### src/dpr_pkg.sv
// dpr_pkg: shared types and constants for the double pack and round pipeline.
// Used by double_pack_round_top, dpr_round_pack and dpr_checker; no dependencies.
package dpr_pkg;

	// Input class codes
	localparam logic [2:0] CLASS_NAN_A  = 3'd0;
	localparam logic [2:0] CLASS_NAN_B  = 3'd1;
	localparam logic [2:0] CLASS_ZERO   = 3'd2;
	localparam logic [2:0] CLASS_FINITE = 3'd3;
	localparam logic [2:0] CLASS_INF    = 3'd4;

	// Field widths
	localparam int unsigned MANT_W = 62;
	localparam int unsigned EXP_W  = 11;
	localparam int unsigned SH_W   = 6;
	localparam int unsigned WORD_W = 32;

	// Exponent limits and constants
	localparam logic signed [16:0] DENORM_EXP = -17'sd1022;
	localparam logic signed [16:0] MAX_EXP    = 17'sd1023;
	localparam logic signed [16:0] MAX_SHIFT  = 17'sd56;
	localparam logic [EXP_W-1:0]   EXP_BIAS   = 11'd1023;
	localparam logic [EXP_W-1:0]   EXP_ONES   = 11'h7ff;
	localparam logic [MANT_W-1:0]  QUIET_BIT  = 62'h0008_0000_0000_0000;

	// Rounding constants at the guard byte
	localparam logic [7:0] GUARD_HALF = 8'h80;
	localparam logic [7:0] GUARD_UP   = 8'h7f;

	// What the later stages have to do with an item
	typedef enum logic [2:0] {
		KIND_ZERO,
		KIND_NAN,
		KIND_INF,
		KIND_DENORM,
		KIND_NORMAL
	} kind_t;

	// Control that travels alongside the mantissa into rounding
	typedef struct packed {
		kind_t            kind;
		logic             sign;
		logic [EXP_W-1:0] ex;
	} ctl_t;

endpackage

### src/double_pack_round_top.sv
// Throughput: one request per cycle while in_stall is low; stage 1 decodes the class and
// exponent, stage 2 does the denormal barrel shift with sticky, stage 3 rounds and packs
// into the output register.
// Reset (arst_n low, asynchronous) clears all stage valid bits; payload is not reset.
// Stall on the input rises only when every stage is full and the output is stalled.
// Depends on dpr_pkg and dpr_round_pack.
module double_pack_round_top (
	input  logic                          clk,
	input  logic                          arst_n,
	input  logic                          in_valid,
	output logic                          in_stall,
	input  logic [2:0]                    num_class,
	input  logic                          sign_bit,
	input  logic signed [15:0]            unbiased_exp,
	input  logic [dpr_pkg::MANT_W-1:0]    mantissa,
	output logic                          out_valid,
	input  logic                          out_stall,
	output logic [dpr_pkg::WORD_W-1:0]    high_word,
	output logic [dpr_pkg::WORD_W-1:0]    low_word
);

	// Stage valid bits and handshake
	logic v_s1, v_s2, v_s3;
	logic rdy1, rdy2, rdy3;

	assign rdy3     = !v_s3 || !out_stall;
	assign rdy2     = !v_s2 || rdy3;
	assign rdy1     = !v_s1 || rdy2;
	assign in_stall = !rdy1;
	assign out_valid = v_s3;

	always_ff @(posedge clk or negedge arst_n) begin
		if (!arst_n) begin
			v_s1 <= 1'b0;
			v_s2 <= 1'b0;
			v_s3 <= 1'b0;
		end else begin
			if (rdy1) v_s1 <= in_valid;
			if (rdy2) v_s2 <= v_s1;
			if (rdy3) v_s3 <= v_s2;
		end
	end

	// Stage 1: classify, denormal shift amount, biased exponent
	logic signed [16:0]             exp_wide;
	logic signed [16:0]             sh_full;
	dpr_pkg::kind_t                 kind_d;
	dpr_pkg::ctl_t                  ctl_s1;
	logic [dpr_pkg::SH_W-1:0]       sh_s1;
	logic [dpr_pkg::MANT_W-1:0]     mant_s1;

	assign exp_wide = 17'(unbiased_exp);
	assign sh_full  = dpr_pkg::DENORM_EXP - exp_wide;

	always_comb begin
		unique case (num_class)
			dpr_pkg::CLASS_NAN_A, dpr_pkg::CLASS_NAN_B: kind_d = dpr_pkg::KIND_NAN;
			dpr_pkg::CLASS_ZERO: kind_d = dpr_pkg::KIND_ZERO;
			dpr_pkg::CLASS_INF:  kind_d = dpr_pkg::KIND_INF;
			default: begin
				// finite number, and the unused codes behave the same
				priority if (mantissa == '0) begin
					kind_d = dpr_pkg::KIND_ZERO;
				end else if (exp_wide < dpr_pkg::DENORM_EXP) begin
					kind_d = (sh_full > dpr_pkg::MAX_SHIFT) ? dpr_pkg::KIND_ZERO
					                                        : dpr_pkg::KIND_DENORM;
				end else if (exp_wide > dpr_pkg::MAX_EXP) begin
					kind_d = dpr_pkg::KIND_INF;
				end else begin
					kind_d = dpr_pkg::KIND_NORMAL;
				end
			end
		endcase
	end

	always_ff @(posedge clk) begin
		if (rdy1 && in_valid) begin
			ctl_s1.kind <= kind_d;
			ctl_s1.sign <= sign_bit;
			ctl_s1.ex   <= unbiased_exp[10:0] + dpr_pkg::EXP_BIAS;
			sh_s1       <= sh_full[dpr_pkg::SH_W-1:0];
			mant_s1     <= mantissa;
		end
	end

	// Stage 2: denormal right shift with sticky, quiet bit for NaN
	logic [dpr_pkg::MANT_W-1:0] sticky_mask;
	logic [dpr_pkg::MANT_W-1:0] mant_d2;
	dpr_pkg::ctl_t              ctl_s2;
	logic [dpr_pkg::MANT_W-1:0] mant_s2;

	assign sticky_mask = (62'd1 << sh_s1) - 62'd1;

	always_comb begin
		unique case (ctl_s1.kind)
			dpr_pkg::KIND_DENORM: begin
				mant_d2 = (mant_s1 >> sh_s1)
				        | {61'd0, |(mant_s1 & sticky_mask)};
			end
			dpr_pkg::KIND_NAN:    mant_d2 = mant_s1 | dpr_pkg::QUIET_BIT;
			default:              mant_d2 = mant_s1;
		endcase
	end

	always_ff @(posedge clk) begin
		if (rdy2 && v_s1) begin
			ctl_s2  <= ctl_s1;
			mant_s2 <= mant_d2;
		end
	end

	// Stage 3: round, renormalize, pack into the output register
	logic [dpr_pkg::WORD_W-1:0] high_d;
	logic [dpr_pkg::WORD_W-1:0] low_d;
	logic [dpr_pkg::WORD_W-1:0] high_s3;
	logic [dpr_pkg::WORD_W-1:0] low_s3;

	dpr_round_pack u_round_pack (
		.ctl       (ctl_s2),
		.mant      (mant_s2),
		.high_word (high_d),
		.low_word  (low_d)
	);

	always_ff @(posedge clk) begin
		if (rdy3 && v_s2) begin
			high_s3 <= high_d;
			low_s3  <= low_d;
		end
	end

	assign high_word = high_s3;
	assign low_word  = low_s3;

endmodule

### src/dpr_round_pack.sv
// dpr_round_pack: round to nearest even at the guard byte, renormalize, pack words.
// Depends on dpr_pkg.
module dpr_round_pack (
	input  dpr_pkg::ctl_t                    ctl,
	input  logic [dpr_pkg::MANT_W-1:0]       mant,
	output logic [dpr_pkg::WORD_W-1:0]       high_word,
	output logic [dpr_pkg::WORD_W-1:0]       low_word
);

	logic [7:0]                  add_amt;
	logic [63:0]                 rnd;
	logic [dpr_pkg::EXP_W-1:0]   ex;
	logic [51:0]                 frac;

	// Guard byte increment: exact half rounds up only on odd lsb
	always_comb begin
		if (mant[7:0] == dpr_pkg::GUARD_HALF) begin
			add_amt = mant[8] ? dpr_pkg::GUARD_HALF : 8'h00;
		end else begin
			add_amt = dpr_pkg::GUARD_UP;
		end
	end

	assign rnd = {2'b00, mant} + {56'd0, add_amt};

	// Select exponent and fraction by kind
	always_comb begin
		unique case (ctl.kind)
			dpr_pkg::KIND_NAN: begin
				ex   = dpr_pkg::EXP_ONES;
				frac = mant[51:0];
			end
			dpr_pkg::KIND_INF: begin
				ex   = dpr_pkg::EXP_ONES;
				frac = '0;
			end
			dpr_pkg::KIND_DENORM: begin
				// carry into bit 60 turns the denormal into the smallest normal
				ex   = (rnd[63:60] != 4'd0) ? 11'd1 : 11'd0;
				frac = rnd[59:8];
			end
			dpr_pkg::KIND_NORMAL: begin
				if (rnd[63:61] != 3'd0) begin
					ex   = ctl.ex + 11'd1;
					frac = rnd[60:9];
				end else begin
					ex   = ctl.ex;
					frac = rnd[59:8];
				end
			end
			default: begin
				ex   = '0;
				frac = '0;
			end
		endcase
	end

	assign high_word = {ctl.sign, ex, frac[51:32]};
	assign low_word  = frac[31:0];

endmodule

### config.mk
export PLATFORM = sky130hd
export DESIGN_NAME = double_pack_round_top
export DESIGN_NICKNAME = d
export VERILOG_FILES = /design/src/dpr_pkg.sv /design/src/double_pack_round_top.sv /design/src/dpr_round_pack.sv
export SDC_FILE = /design/constraint.sdc
export NUM_CORES = 1
export LEC_CHECK = 0
export ABC_AREA = 0
export BUFFER_PORTS_ARGS = -buffer_cell sky130_fd_sc_hd__buf_2
export CAP_MARGIN = 20
export CORE_MARGIN = 2
export CORE_UTILIZATION = 40
export DETAILED_ROUTE_END_ITERATION = 16
export SLEW_MARGIN = 20
export SYNTH_ARGS = -nofsm -noshare
export SYNTH_HDL_FRONTEND = slang
export SYNTH_SLANG_ARGS = --single-unit
### constraint.sdc
create_clock -name clk -period 7.01 [get_ports clk]
set_input_delay 1.402 -clock clk [delete_from_list [all_inputs] [get_ports clk]]
set_output_delay 1.402 -clock clk [all_outputs]
set_load 0.03 [all_outputs]
==> flow_metrics.py <==
metrics = {
    "clock_tree": {
        "tritoncts": "done",
        "clk_pin_slew_ns": 0.06,
        "cts_resized": 0,
        "cts.sinks": 226,
        "cts_root_buf": "clkbuf_16",
        "cts_made_buffers": 25,
        "postCtsHoldBufs": 0,
        "clock_path_buffers": 3,
        "cts_setup_buffers": 0,
        "clock_latency_ns": 0.56,
        "htreeDepth": 1,
    },
    "global_route": {
        "grt_max_degree": 79,
        "grt_use_total_pct": 26.1,
        "grt_antenna_before_repair": 2,
        "grt_pass1_wl_um": 82600,
        "first_global_vias": 13200,
        "overflow": 0,
    },
    "layout": {
        "layout-drive-gt1-share_pct": 17.5,
        "final_util_pct": 45.7,
        "final_common_cell": "nand2_1",
        "area_growth_pct": 12.0,
        "final_cell_mix": "247 x nand2_1, 223 x edfxtp_1, 151 x buf_2, 134 x nor2_1, 113 x o21ai_0",
        "fin_nets": 1793,
        "num_antenna_cells": 0,
        "design_area_um2": 17800,
    },
    "setup_path": {
        "worstSetupEndpointType": "flop",
        "cp_max_fo": 19,
        "worstPathCellList": "nor4b_1, and3_1, inv_1, nor2_1, ha_1, a21oi_1, nand2_1, o2111ai_1, o31ai_1, mux2_2, nand2_1, nor2_1, a221o_1",
        "cp.required_ns": 7.31,
        "crit_path_top_delay_cell": "o2111ai_1",
        "cp_top_family": "compound AO/OA/AOI/OAI gates",
        "critPathKind": "flop to flop",
        "slowest_delay_ns": 0.71,
        "path_buf_inv": 1,
        "critPathLaunchType": "flop",
        "critPathArrivalTime_ns": 4.92,
    },
    "floorplan": {
        "fp.dieH_um": 203,
        "initial_core_util_pct": 40.8,
        "dieWidth_um": 203,
        "core_region_area_um2": 38900,
        "num_rows": 72,
        "dieArea_um2": 41300,
        "io_pins": 152,
    },
    "synthesis": {
        "syn-instance-count": 1614,
        "synth_top_flop_cell": "edfxtp_1",
        "ys_seq_area_share_pct": 42.7,
        "yosysUniqueCellTypes": 69,
        "synth_warnings": 0,
        "yosys_register_bits": 226,
        "async_reset_ff_share_pct": 1.33,
        "netlist_area_um2": 15900,
        "synth.avg_cell_area_um2": 9.84,
        "synth.net_count": 1711,
        "synth-edff-count": 223,
    },
    "timing": {
        "setup_viol": 0,
        "rsz0062_at_grt": "false",
        "final_max_slew_viol_count": 0,
        "period_minus_slack_ns": 4.62,
        "timing.fmax_mhz": 216,
        "relSlewSlack_pct": 26.0,
        "setup_tns_ns": 0,
        "setup_ws_ns": 2.39,
        "timing.final.crit_share_pct": 65.9,
        "whs_ns": 0.414,
        "tightest_slew_ns": 1.10,
        "hold_viol_final": 0,
        "skew_ns": 0.0105,
    },
    "pwr": {
        "power.density_nw_per_um2": 233,
        "ir_worst_vdd_uv": 172,
        "p_leak_nw": 6.47,
    },
    "detailed_routing": {
        "drc": 0,
        "vias": 14000,
        "drtIter0Drc": 1546,
        "wire_per_inst_um": 24.4,
        "ant_nets": 0,
        "wl_um": 54400,
        "routed_via_density": 6.27,
        "drtPass1Iterations": 6,
    },
    "status": {
        "status": "completed",
    },
    "place": {
        "dpl-instance-area_um2": 17000,
        "gp_congestion": 0.999,
        "place_worst_setup_slack_ns": 2.08,
        "io_buffer_count": 151,
        "place_hpwl_um": 39600,
    },
    "flow_run": {
        "maxCapViolCount": 0,
    },
    "min_path": {
        "min_path_type": "flop to flop",
    },
}
-- cells in the mapped netlist (8+ instances only) --
| cell type | count | area [um^2] |
|---|---|---|
| a22oi_1 | 20 | 150 |
| o22ai_1 | 10 | 62.6 |
| buf_2 | 16 | 80.1 |
| nor2b_1 | 8 | 50.1 |
| mux2_2 | 23 | 259 |
| xnor2_1 | 45 | 394 |
| a22o_1 | 20 | 175 |
| and3_1 | 15 | 93.8 |
| nand2_1 | 247 | 927 |
| a211oi_1 | 12 | 90.1 |
| nor2_1 | 135 | 507 |
| o21ai_0 | 113 | 566 |
| o21a_1 | 16 | 120 |
| nand2b_1 | 9 | 56.3 |
| buf_1 | 22 | 82.6 |
| a221o_1 | 28 | 280 |
| a31oi_1 | 19 | 119 |
| inv_1 | 17 | 63.8 |
| ha_1 | 11 | 138 |
| nor4_1 | 29 | 181 |
| nand4_1 | 35 | 219 |
| mux4_2 | 50 | 1130 |
| edfxtp_1 | 223 | 6700 |
| a21oi_1 | 65 | 325 |
| nand3_1 | 51 | 255 |
| xor2_1 | 39 | 342 |
| nor3_1 | 27 | 135 |
| clkbuf_1 | 78 | 293 |
| o211ai_1 | 9 | 67.6 |
| mux2i_1 | 94 | 941 |
| o221ai_1 | 19 | 166 |
| and2_1 | 16 | 100 |
| o31ai_1 | 8 | 60.1 |
-- state kept, by name, summed over array words and instances (netlist names) --
name	count
v_s2	1
ctl_s1	15
low_word	32
sh_s1	5
ctl_s2	15
mant_s1	62
mant_s2	62
v_s1	1
out_valid	1
high_word	32
-- report_power, final --
group | total [W] | leakage (nW) | internal (W) | switching (W)
Clock | 0.00122 | 0.369 | 0.000698 | 0.000519
Sequential | 0.00183 | 2.21 | 0.00167 | 0.000163
Combinational | 0.00109 | 3.89 | 0.000388 | 0.000702
-- final timing paths --
path / startpoint / endpoint / slack, ns / cells after the start
hold / removal: ctl_s2[11] / high_word[31] / 0.41 / 0
hold reg to reg: ctl_s2[11] / high_word[31] / 0.41 / 0
min in group asynchronous: arst_n / v_s1 / 0.63 / 1
setup / recovery: mant_s2[4] / high_word[7] / 2.39 / 13
max in group asynchronous: arst_n / out_valid / 6.27 / 1
setup reg to reg: mant_s2[4] / high_word[7] / 2.39 / 13
-- cells by family after synthesis --
kind of cell / Yosys count / share of synthesized area [%]
AOI/OAI and AO/OA: 387 / 16.4
xor gates and xnor gates: 84 / 4.63
adders and majority gates: 13 / 0.993
buffers and inverters: 137 / 3.39
DFF: 226 / 42.7
muxes: 168 / 14.7
and+or+nand+nor: 599 / 17.2
-- routing by layer --
layer | GRT usage [%] | routed length, um | vias to the layer above
li1 | - | - | 6339
met1 | 35.6 | 22600 | 6679
met2 | 40.7 | 24500 | 774
met3 | 3.84 | 4400 | 183
met4 | 12.6 | 2940 | 4
met5 | 0 | 26 | -
-- cell type report --
| class | instances | area [um^2] |
|---|---|---|
| clock buffer | 32 | 652 |
| clock inverter | 12 | 109 |
| inverter | 20 | 75.1 |
| sequential | 226 | 6770 |
| multi-input combinational | 1251 | 8600 |
| fill | 3767 | 21100 |
| timing repair buffer | 172 | 921 |
| tap | 518 | 648 |
-- stage by stage --
step | total power, W | cells
final | 0.00414 | 2231
after global routing | 0.00433 | 2231
after CTS | 0.00415 | 2230
after detailed placement | 0.00292 | 2186
after global placement | 0.00292 | 2186
after floorplan | 0.00256 | 1614
Power figures use the tool's default switching activity.
